===== src/rtl/core/fpq_pkg.sv =====
package fpq_pkg;

    localparam int DATA_W = 32;
    localparam int FUNC_W = 4;

    typedef enum logic [FUNC_W-1:0] {
        OP_ADD      = 4'd0,
        OP_SUB      = 4'd1,
        OP_MUL      = 4'd2,
        OP_DIV      = 4'd3,
        OP_GT       = 4'd4,
        OP_LT       = 4'd5,
        OP_LE       = 4'd6,
        OP_GE       = 4'd7,
        OP_EQ       = 4'd8,
        OP_NE       = 4'd9,
        OP_MIN      = 4'd10,
        OP_MAX      = 4'd11,
        OP_INC      = 4'd12,
        OP_DEC      = 4'd13,
        OP_FROM_INT = 4'd14,
        OP_TO_INT   = 4'd15
    } fpq_op_t;

    typedef struct packed {
        logic [FUNC_W-1:0]        func;
        logic signed [DATA_W-1:0] operand_a;
        logic signed [DATA_W-1:0] operand_b;
    } fpq_in_t;

    typedef struct packed {
        logic signed [DATA_W-1:0] result_raw;
        logic                     compare_true;
        logic                     status;
    } fpq_out_t;

    // carried alongside the divider's shifting dividend/quotient word
    typedef struct packed {
        fpq_op_t           op;
        logic [DATA_W-1:0] res;
        logic              cmp;
        logic              dz;
        logic              neg;
        logic [DATA_W-1:0] rem;
        logic [DATA_W-1:0] divisor;
    } fpq_ctl_t;

endpackage


===== src/rtl/core/fpq_div_stage.sv =====
module fpq_div_stage
    import fpq_pkg::*;
#(
    parameter int DW = 40
) (
    input  logic          aclk,
    input  logic          aresetn,
    input  logic          en,
    input  logic          in_vld,
    input  fpq_ctl_t      in_ctl,
    input  logic [DW-1:0] in_work,
    output logic          out_vld,
    output fpq_ctl_t      out_ctl,
    output logic [DW-1:0] out_work
);

    logic          vld_reg;
    fpq_ctl_t      ctl_reg;
    logic [DW-1:0] work_reg;

    logic [DATA_W:0] trial;
    logic [DATA_W:0] diff;
    logic            fits;
    fpq_ctl_t        ctl_next;
    logic [DW-1:0]   work_next;

    // one restoring step: remainder takes the next dividend bit, quotient bit shifts in
    assign trial = {in_ctl.rem, in_work[DW-1]};
    assign diff  = trial - {1'b0, in_ctl.divisor};
    assign fits  = trial >= {1'b0, in_ctl.divisor};

    always_comb begin
        ctl_next     = in_ctl;
        ctl_next.rem = fits ? diff[DATA_W-1:0] : trial[DATA_W-1:0];
        work_next    = {in_work[DW-2:0], fits};
    end

    always_ff @(posedge aclk) begin
        if (!aresetn) begin
            vld_reg <= 1'b0;
        end else if (en) begin
            vld_reg <= in_vld;
        end
    end

    always_ff @(posedge aclk) begin
        if (en && in_vld) begin
            ctl_reg  <= ctl_next;
            work_reg <= work_next;
        end
    end

    assign out_vld  = vld_reg;
    assign out_ctl  = ctl_reg;
    assign out_work = work_reg;

endmodule

===== config.mk =====
export PLATFORM = sky130hd
export DESIGN_NAME = fpq_div_stage
export DESIGN_NICKNAME = d
export VERILOG_FILES = /design/src/rtl/core/fpq_pkg.sv /design/src/rtl/core/fpq_div_stage.sv
export SDC_FILE = /design/constraint.sdc
export NUM_CORES = 1
export LEC_CHECK = 0
export BUFFER_PORTS_ARGS = -buffer_cell sky130_fd_sc_hd__buf_2
export CAP_MARGIN = 20
export CORE_MARGIN = 2
export CORE_UTILIZATION = 40
export CTS_BUF_LIST = sky130_fd_sc_hd__clkbuf_4 sky130_fd_sc_hd__clkbuf_8
export CTS_CLUSTER_DIAMETER = 100
export CTS_CLUSTER_SIZE = 28
export DETAILED_ROUTE_END_ITERATION = 8
export PLACE_DENSITY = 0.78
export SLEW_MARGIN = 10
export SYNTH_ARGS = -nofsm -noshare
export SYNTH_HDL_FRONTEND = slang
export SYNTH_SLANG_ARGS = --single-unit

===== constraint.sdc =====
create_clock -name aclk -period 4.3 [get_ports aclk]
set_clock_uncertainty 0.05 [all_clocks]
set_input_delay 0 -clock aclk [delete_from_list [all_inputs] [get_ports aclk]]
set_output_delay 0 -clock aclk [all_outputs]
set_load 0.02 [all_outputs]

==> results.md <==
- Setup violations, final: 0
- Die Width: 131 µm
- Yosys warnings: 0
- Syn-to-layout area delta: 54.8%
- Fin. Hold Viols: 0
- CTS tree: built
- Final TNS setup: 0 ps
- Post-Synth XOR/XNOR Area: 3.83%
- Worst path required time: 4440 ps
- DR vias: 5599
- Crit-path max FO: 24
- First-pass DRT Iterations: 6
- Initial Util: 40.6%
- IO Port Bufs: 290
- Multi-input gate area in the final layout: 1870 µm²
- Register Area: 4310 µm²
- Worst-path clk slew: 100 ps
- WL final: 21100 µm
- Worst path max stage delay: 540 ps
- Mux contribution to synthesized area: 0.156%
- Root buf cell: clkbuf_8
- DPL Wire Length: 13300 µm
- Post-synthesis cell count: 477
- Slew margin rel.: 37.9%
- Top cell family by delay on the critical path: compound AO/OA/AOI/OAI gates
- Ant. Diodes: 0
- Final Non-Filler Cells: 1152
- Die area: 17000 µm²
- Slowest cell on crit path: dlygate4sd3_1
- VDD IR max: 0.000195 V
- Wirelength per Cell: 18.3 µm
- Critical path data arrival time: 3280 ps
- Seq/Total Area, Yosys: 67.4%
- #FFs+latches synth: 144
- Crit path time final: 3140 ps
- Global-route usage over all layers: 23.4%
- Largest net degree at the start of global routing: 77
- Die Y: 131 µm
- Clock Latency Late Sink: 440 ps
- Vias in the first global route: 5522
- Fillers: 1198
- Fmax: 318 MHz
- Leakage power total: 4.31 nW
- Min-delay worst type: input pin to flop
- Layout cells sized above 1: 35.6%
- Most frequent cells in the layout: buf_2, dlygate4sd3_1, edfxtp_1
- Routability cong.: 0.823
- H-tree levels: 4
- Main combinational cell family by area after synthesis: compound AO/OA/AOI/OAI gates
- Final period util: 73.1%
- Post-Synthesis Net Count: 657
- Post-CTS setup buffer count: 0
- Final Slew Violations: 0
- Global route total overflow: 0
- Vias per cell: 4.86
- Compound-Gate Fraction of Synth Area: 12.2%
- Sink Count: 144
- Mapped cell area: 6400 µm²
- Critical Path End Type: flop
- Tot Pwr: 3.54 mW
- ANT nets after route: 0
- Max-Cap Viols: 0
- Pwr dens: 357 nW/µm²
- Nets: 1103
- Row count: 46
- Placed cells: 976
- Synth Area in Adders: 6.57%
- Yosys cell types: 44
- Core area: 15800 µm²
- Worst path bufs/invs: 5
- First-pass GRT wire length: 29500 µm
- CTS Buf Count: 17
- Syn avg cell area: 13.4 µm²
- Crit-path cells: dlygate4sd3_1, buf_2, inv_1, ha_1, a21oi_1, o21ai_1, a21oi_1, o31a_2, o21ai_2, o311a_1, o22ai_4, buf_4, inv_1, a2bb2oi_1
- RSZ-0062 raised after global routing: false
- Initial DRC Count: 384
- Simple-gate share of the synthesized area: 6.49%
- Status: finished clean
- Tightest Pin Transition: 931 ps
- Initial antenna violation count: 0
- # DRC: 0
- Ports: 291
- Startpoint type of the worst setup path: input pin
- Crit path kind: input pin to flop
- Commonest non-fill, non-tap cell in the layout: buf_2
- Max clock buf depth: 2
## report_power, final
part	internal (mW)	switching (mW)	total, mW
sequential	1.68	0.0305	1.71
combinational	0.339	0.476	0.815
clock	0.424	0.592	1.02
total	2.44	1.10	3.54
## cells in the mapped netlist, drive strengths merged
master	number	area share (%)
nand4	5	0.49
nor2b	4	0.39
o21bai	4	0.47
o21a	4	0.47
nor4b	1	0.14
nor4	1	0.098
clkbuf	4	0.23
o31a	4	0.57
buf	6	0.63
nand2b	1	0.098
o2111ai	1	0.14
a211o	2	0.27
mux2i	1	0.16
a21o	11	1.3
o311a	1	0.16
nand2	55	3.2
o21ai	50	4.0
nor3	2	0.16
o31ai	3	0.35
edfxtp	143	67
nor2	12	0.70
dfxtp	1	0.31
fa	1	0.31
xor2	13	1.8
o22ai	2	0.41
nand3	9	0.70
a2111oi	1	0.14
a211oi	2	0.23
inv	43	2.5
ha	32	6.3
a31oi	3	0.29
a21oi	31	2.5
a2bb2oi	1	0.14
and3	4	0.39
o211ai	2	0.39
xnor2	15	2.1
and2	1	0.098
a221oi	1	0.41
## repair_timing
item                                   CTS  global route
resized for setup                        0             0
hold buffers                           144             0
endpoints found under the hold margin  143             0
## routing by layer
layer  GRT usage [%]  share of wire (%)  vias to the layer above
met5               0                  0                        -
met1            26.4                 38                     2606
li1                -                  -                     2657
met4            13.1                5.5                        0
met3            7.33                8.3                       73
met2            39.3                 48                      263
## logic make-up after synthesis
logic type                 Yosys count
xor gates and xnor gates            28
AOI/OAI and AO/OA                  123
DFF                                144
and+or+nand+nor                     95
muxes                                1
buffers and inverters               53
adders and majority gates           33
## state kept, by name, indices dropped and copies added (netlist names)
name and cells:
out_ctl 103, out_vld 1, out_work 40
## area by class of cell
cell class                 count  share of cell area [%]
clock buffer                  18                    2.44
tap                          216                    2.73
inverter                      43                    1.63
timing repair buffer         437                    29.5
clock inverter                14                    1.24
multi-input combinational    280                    18.9
sequential                   144                    43.5
## through the flow
step	util [%]	area [µm²]	setup WS, ps	hold WS, ps
after detailed placement	51.4	8110	1210	128
after global routing	62.8	9910	914	196
after floorplan	-	6400	447	48.9
final	62.8	9910	1160	210
after CTS	62.8	9910	1170	187
after global placement	51.4	8110	1330	127
## worst paths after layout
| check | end | startpoint | cells after the start | slack (ps) |
|---|---|---|---|---|
| min | out_work[29]$_DFFE_PP_ | in_work[28] | 2 | 210 |
| min reg2reg | out_vld$_SDFFE_PN0P_ | out_vld$_SDFFE_PN0P_ | 3 | 1170 |
| max reg2reg | out_vld$_SDFFE_PN0P_ | out_vld$_SDFFE_PN0P_ | 3 | 2950 |
| max | out_ctl[62]$_DFFE_PP_ | in_ctl[12] | 14 | 1160 |
(Power assumes the default switching activity.)
