==> src/rtl/core/fpq_pkg.sv <==
package fpq_pkg;

    localparam int DATA_W = 32;
    localparam int FUNC_W = 4;

    typedef enum logic [FUNC_W-1:0] {
        OP_ADD      = 4'd0,
        OP_SUB      = 4'd1,
        OP_MUL      = 4'd2,
        OP_DIV      = 4'd3,
        OP_GT       = 4'd4,
        OP_LT       = 4'd5,
        OP_LE       = 4'd6,
        OP_GE       = 4'd7,
        OP_EQ       = 4'd8,
        OP_NE       = 4'd9,
        OP_MIN      = 4'd10,
        OP_MAX      = 4'd11,
        OP_INC      = 4'd12,
        OP_DEC      = 4'd13,
        OP_FROM_INT = 4'd14,
        OP_TO_INT   = 4'd15
    } fpq_op_t;

    typedef struct packed {
        logic [FUNC_W-1:0]        func;
        logic signed [DATA_W-1:0] operand_a;
        logic signed [DATA_W-1:0] operand_b;
    } fpq_in_t;

    typedef struct packed {
        logic signed [DATA_W-1:0] result_raw;
        logic                     compare_true;
        logic                     status;
    } fpq_out_t;

    // carried alongside the divider's shifting dividend/quotient word
    typedef struct packed {
        fpq_op_t           op;
        logic [DATA_W-1:0] res;
        logic              cmp;
        logic              dz;
        logic              neg;
        logic [DATA_W-1:0] rem;
        logic [DATA_W-1:0] divisor;
    } fpq_ctl_t;

endpackage

==> src/rtl/core/fpq_front.sv <==
module fpq_front
    import fpq_pkg::*;
#(
    parameter int FRAC_BITS = 8,
    localparam int DW = DATA_W + FRAC_BITS
) (
    input  logic          aclk,
    input  logic          aresetn,
    input  logic          en,
    input  logic          in_vld,
    input  fpq_in_t       in_data,
    output logic          out_vld,
    output fpq_ctl_t      out_ctl,
    output logic [DW-1:0] out_work
);

    // stage A: operand register
    logic                     a_vld_reg;
    fpq_op_t                  a_op_reg;
    logic signed [DATA_W-1:0] a_a_reg;
    logic signed [DATA_W-1:0] a_b_reg;

    // stage B: product, simple results, divider setup
    logic                     b_vld_reg;
    fpq_op_t                  b_op_reg;
    logic signed [2*DATA_W-1:0] b_prod_reg;
    logic [DATA_W-1:0]        b_res_reg;
    logic                     b_cmp_reg;
    logic                     b_dz_reg;
    logic                     b_neg_reg;
    logic [DATA_W-1:0]        b_mag_reg;
    logic [DATA_W-1:0]        b_div_reg;

    // stage C
    logic                     c_vld_reg;
    fpq_ctl_t                 c_ctl_reg;
    logic [DW-1:0]            c_work_reg;

    logic signed [2*DATA_W-1:0] prod;
    logic signed [2*DATA_W-1:0] prod_sh;
    logic [DATA_W-1:0]        res_next;
    logic                     cmp_next;
    logic                     lt;
    logic                     eq;
    logic                     gt;
    logic [DATA_W-1:0]        mag_a;
    logic [DATA_W-1:0]        mag_b;
    fpq_ctl_t                 ctl_next;

    always_ff @(posedge aclk) begin
        if (!aresetn) begin
            a_vld_reg <= 1'b0;
            b_vld_reg <= 1'b0;
            c_vld_reg <= 1'b0;
        end else if (en) begin
            a_vld_reg <= in_vld;
            b_vld_reg <= a_vld_reg;
            c_vld_reg <= b_vld_reg;
        end
    end

    assign prod  = a_a_reg * a_b_reg;
    assign lt    = a_a_reg < a_b_reg;
    assign eq    = a_a_reg == a_b_reg;
    assign gt    = !lt && !eq;
    assign mag_a = a_a_reg[DATA_W-1] ? (~a_a_reg + 1'b1) : a_a_reg;
    assign mag_b = a_b_reg[DATA_W-1] ? (~a_b_reg + 1'b1) : a_b_reg;

    always_comb begin
        res_next = '0;
        cmp_next = 1'b0;
        unique case (a_op_reg)
            OP_ADD:      res_next = a_a_reg + a_b_reg;
            OP_SUB:      res_next = a_a_reg - a_b_reg;
            OP_MUL:      res_next = '0;
            OP_DIV:      res_next = '0;
            OP_GT:       cmp_next = gt;
            OP_LT:       cmp_next = lt;
            OP_LE:       cmp_next = lt || eq;
            OP_GE:       cmp_next = !lt;
            OP_EQ:       cmp_next = eq;
            OP_NE:       cmp_next = !eq;
            OP_MIN:      res_next = lt ? a_a_reg : a_b_reg;
            OP_MAX:      res_next = gt ? a_a_reg : a_b_reg;
            OP_INC:      res_next = a_a_reg + 1'b1;
            OP_DEC:      res_next = a_a_reg - 1'b1;
            OP_FROM_INT: res_next = a_a_reg <<< FRAC_BITS;
            OP_TO_INT:   res_next = a_a_reg >>> FRAC_BITS;
        endcase
    end

    always_ff @(posedge aclk) begin
        if (en) begin
            if (in_vld) begin
                a_op_reg <= fpq_op_t'(in_data.func);
                a_a_reg  <= in_data.operand_a;
                a_b_reg  <= in_data.operand_b;
            end
            if (a_vld_reg) begin
                b_op_reg   <= a_op_reg;
                b_prod_reg <= prod;
                b_res_reg  <= res_next;
                b_cmp_reg  <= cmp_next;
                b_dz_reg   <= (a_b_reg == '0);
                b_neg_reg  <= a_a_reg[DATA_W-1] ^ a_b_reg[DATA_W-1];
                b_mag_reg  <= mag_a;
                b_div_reg  <= mag_b;
            end
            if (b_vld_reg) begin
                c_ctl_reg  <= ctl_next;
                c_work_reg <= {b_mag_reg, {FRAC_BITS{1'b0}}};
            end
        end
    end

    assign prod_sh = b_prod_reg >>> FRAC_BITS;

    always_comb begin
        ctl_next         = '0;
        ctl_next.op      = b_op_reg;
        ctl_next.res     = (b_op_reg == OP_MUL) ? prod_sh[DATA_W-1:0] : b_res_reg;
        ctl_next.cmp     = b_cmp_reg;
        ctl_next.dz      = b_dz_reg;
        ctl_next.neg     = b_neg_reg;
        ctl_next.divisor = b_div_reg;
    end

    assign out_vld  = c_vld_reg;
    assign out_ctl  = c_ctl_reg;
    assign out_work = c_work_reg;

endmodule

==> config.mk <==
export PLATFORM = sky130hd
export DESIGN_NAME = fpq_front
export DESIGN_NICKNAME = d
export VERILOG_FILES = /design/src/rtl/core/fpq_pkg.sv /design/src/rtl/core/fpq_front.sv
export SDC_FILE = /design/constraint.sdc
export NUM_CORES = 2
export LEC_CHECK = 0
export ABC_AREA = 1
export BUFFER_PORTS_ARGS = -buffer_cell sky130_fd_sc_hd__buf_2
export CAP_MARGIN = 20
export CORE_MARGIN = 2
export CORE_UTILIZATION = 50
export DETAILED_ROUTE_END_ITERATION = 8
export MAX_ROUTING_LAYER = met4
export PLACE_DENSITY = 0.77
export SKIP_CTS_REPAIR_TIMING = 1
export SLEW_MARGIN = 25
export SYNTH_ARGS = -nofsm -noshare
export SYNTH_HDL_FRONTEND = slang
export SYNTH_SLANG_ARGS = --single-unit
==> constraint.sdc <==
create_clock -name aclk -period 18.9 [get_ports aclk]
set_input_delay 0.945 -clock aclk [delete_from_list [all_inputs] [get_ports aclk]]
set_output_delay 0.945 -clock aclk [all_outputs]
set_load 0.01 [all_outputs]
==> out/summary.txt <==
Status = complete, no violations
Detail Route Antenna Nets = 0
Setup_tns = 0 ns
Core area = 88600 µm²
Clock slew at reported path FFs = 0.07 ns
Reg2Reg Depth = 23
Synth top area share = 0.288
Worst-Margin Slew = 1.17 ns
GRT Overall Usage = 0.365
Unique masters post-synth = 53
Crit path required time = 19.32 ns
Slew HR = 0.216
Clk buf depth = 3
Mapped Cells = 5737
Crit share post-route = 0.415
First-pass detailed-route iteration total = 8
Yosys warning total = 0
Reg-to-Reg End = b_prod_reg[39]
Via count of the first global-routing pass = 38300
Clock Latency Late Sink = 0.65 ns
Port Buf Inserts = 175
Setup Viol. Count Final = 0
Initial DRC Count = 4712
Root buf cell = clkbuf_16
Hold path depth = 0
Die height = 303 µm
First-pass GRT wire length = 240 mm
Rows = 109
R2R setup slack = 11.06 ns
Top_reg_cell synth = edfxtp_1
Multi-input logic area = 28900 µm²
Critical hold path startpoint = b_div_reg[1]
Routed WL per cell = 23.2 µm
Vias = 38900
Max reg flops = 71
Pin count of the biggest net entering global routing = 75
CTS Buf Count = 31
RD Place Congestion = 1.05
Fmax = 0.128 GHz
Area growth, synth to finish = 6.47%
Antenna violations before repair = 6
Crit path DAT = 8.25 ns
Drt via density = 5.58
Asr flop ratio synth = 0
Final slew viol count = 0
Initial Util = 0.506
Hold Path Sink = out_ctl[1]
RSZ-0062 raised after global routing = no
Cell taking the most area after synthesis = fa_1
Post-synth EDFFs = 306
Critical R2R Launch = a_b_reg[31]
CP Launch Type = flip-flop
Die width = 303 µm
CTS H-tree depth = 1
Seq cells post-synth = 309
FILL cells = 8220
Routed wire length = 162 mm
Post-synth top cells = inv_1 (1477), nand2_1 (1397), fa_1 (645), nor2_1 (396), edfxtp_1 (306)
Most frequent cell after synthesis = inv_1
Worst Hold Class = flip-flop to flip-flop
Mean Syn Cell Area = 7.81 µm²
CTS tree = yes
Setup Skew = 0.0339 ns
Register area = 9250 µm²
Largest cells by area after synthesis = fa_1 (29%), edfxtp_1 (20%), inv_1 (12%), nand2_1 (12%), ha_1 (7.0%)
Detailed placement HPWL = 124 mm
DIE AREA = 92100 µm²
Clk sink count = 309
Endpoints failing hold = 0
I/O pins = 216
CP Class = flip-flop to flip-flop
Share of cells above drive strength 1 = 0.0659
Min cycle time layout = 7.84 ns
Post-Syn Area = 44800 µm²
MaxCap Viol Count = 0
Layout net count = 6756
CP max FO = 31
Crit end category = flip-flop
DRC = 0
Seq/Total Area, Yosys = 0.206
Grt ovf = 0
-- cell families after synthesis --
logic type	Yosys count	synth area share
multiplexers	32	0.00804
other	1	0.0000837
flip-flops	309	0.206
buffers and inverters	1761	0.152
AO/OA/AOI/OAI	449	0.0567
XOR/XNOR	99	0.0193
adder cells (fa/ha/maj)	895	0.358
AND/OR/NAND/NOR	2191	0.199
-- how the worst max path moves through the flow --
stage	from	to	slack (ns)	cells after the start
finish	a_b_reg[31]	b_prod_reg[39]	11.06	23
global route	a_b_reg[31]	b_prod_reg[37]	10.96	21
CTS	a_b_reg[31]	b_prod_reg[39]	11.35	23
detailed placement	a_b_reg[16]	b_prod_reg[39]	11.37	24
global placement	a_b_reg[16]	b_prod_reg[39]	11.31	24
floorplan	a_b_reg[9]	b_prod_reg[27]	12.06	27
-- final cells by class --
cell class,instances,share of cell area
Tap cell,1165,0.0305
Sequential cell,309,0.194
Multi-Input combinational cell,3706,0.605
Timing Repair Buffer,253,0.0306
Clock buffer,42,0.0182
Antenna cell,2,0.000105
Inverter,1488,0.117
Clock inverter,16,0.00422
-- layer usage --
metal  global-route usage  wire, µm
met3               0.0834     20800
met2                0.529     68700
met5                    -         0
met1                0.506     65500
met4                0.126      6760
-- cell usage in the layout (no fill, tap or decap), types with 7 or more instances in the layout --
cell       count
inv_1       1474
inv_2          7
nor4_1        11
buf_4         78
edfxtp_1     306
mux2_2        32
nand2_2       12
nor2_1       394
o21a_1         8
conb_1        40
nand2_1     1397
nand3_1      236
o211ai_1      18
o22ai_1       16
a31oi_1       10
clkbuf_16     31
o21ai_0      151
nand4_1       56
a21o_1        16
xor2_1        93
buf_2        175
a21oi_1      175
nor2_2         7
ha_1         250
o21bai_1      24
fa_1         645
a21boi_0       7
nand3b_1      21
nor3_1        39
-- through the flow --
| step | hold WS [ns] | setup slack, ns | cells | util | instance area (µm²) |
|---|---|---|---|---|---|
| 3_5_place_dp | 0.405 | 11.37 | 6921 | 0.526 | 46700 |
| 5_1_grt | 0.423 | 10.96 | 6980 | 0.538 | 47700 |
| 4_1_cts | 0.418 | 11.35 | 6979 | 0.538 | 47700 |
| 3_3_place_gp | 0.402 | 11.31 | 6921 | 0.526 | 46700 |
| 2_1_floorplan | 0.400 | 12.06 | 5776 | - | 45000 |
| 6_report | 0.419 | 11.06 | 6981 | 0.538 | 47700 |
-- worst max-delay path, stage by stage (launching register included) --
cell and delay (ns):
edfxtp_1 0.32, buf_4 0.39, clkinv_1 1.03, nor2_1 0.41, fa_1 0.50, fa_1 0.47
fa_1 0.53, fa_1 0.44, fa_1 0.52, fa_1 0.43, fa_1 0.49, inv_1 0.05
fa_1 0.47, inv_1 0.04, ha_1 0.35, nand2_1 0.16, nor2_1 0.21, nand2_1 0.10
nor2_1 0.14, nand3_1 0.09, nand3_1 0.22, inv_1 0.06, nand2_1 0.06, nand2_1 0.04
Power is left out: the tool's default activity adds up to more than one toggle a clock period on the data nets, which glitch-free logic cannot reach.
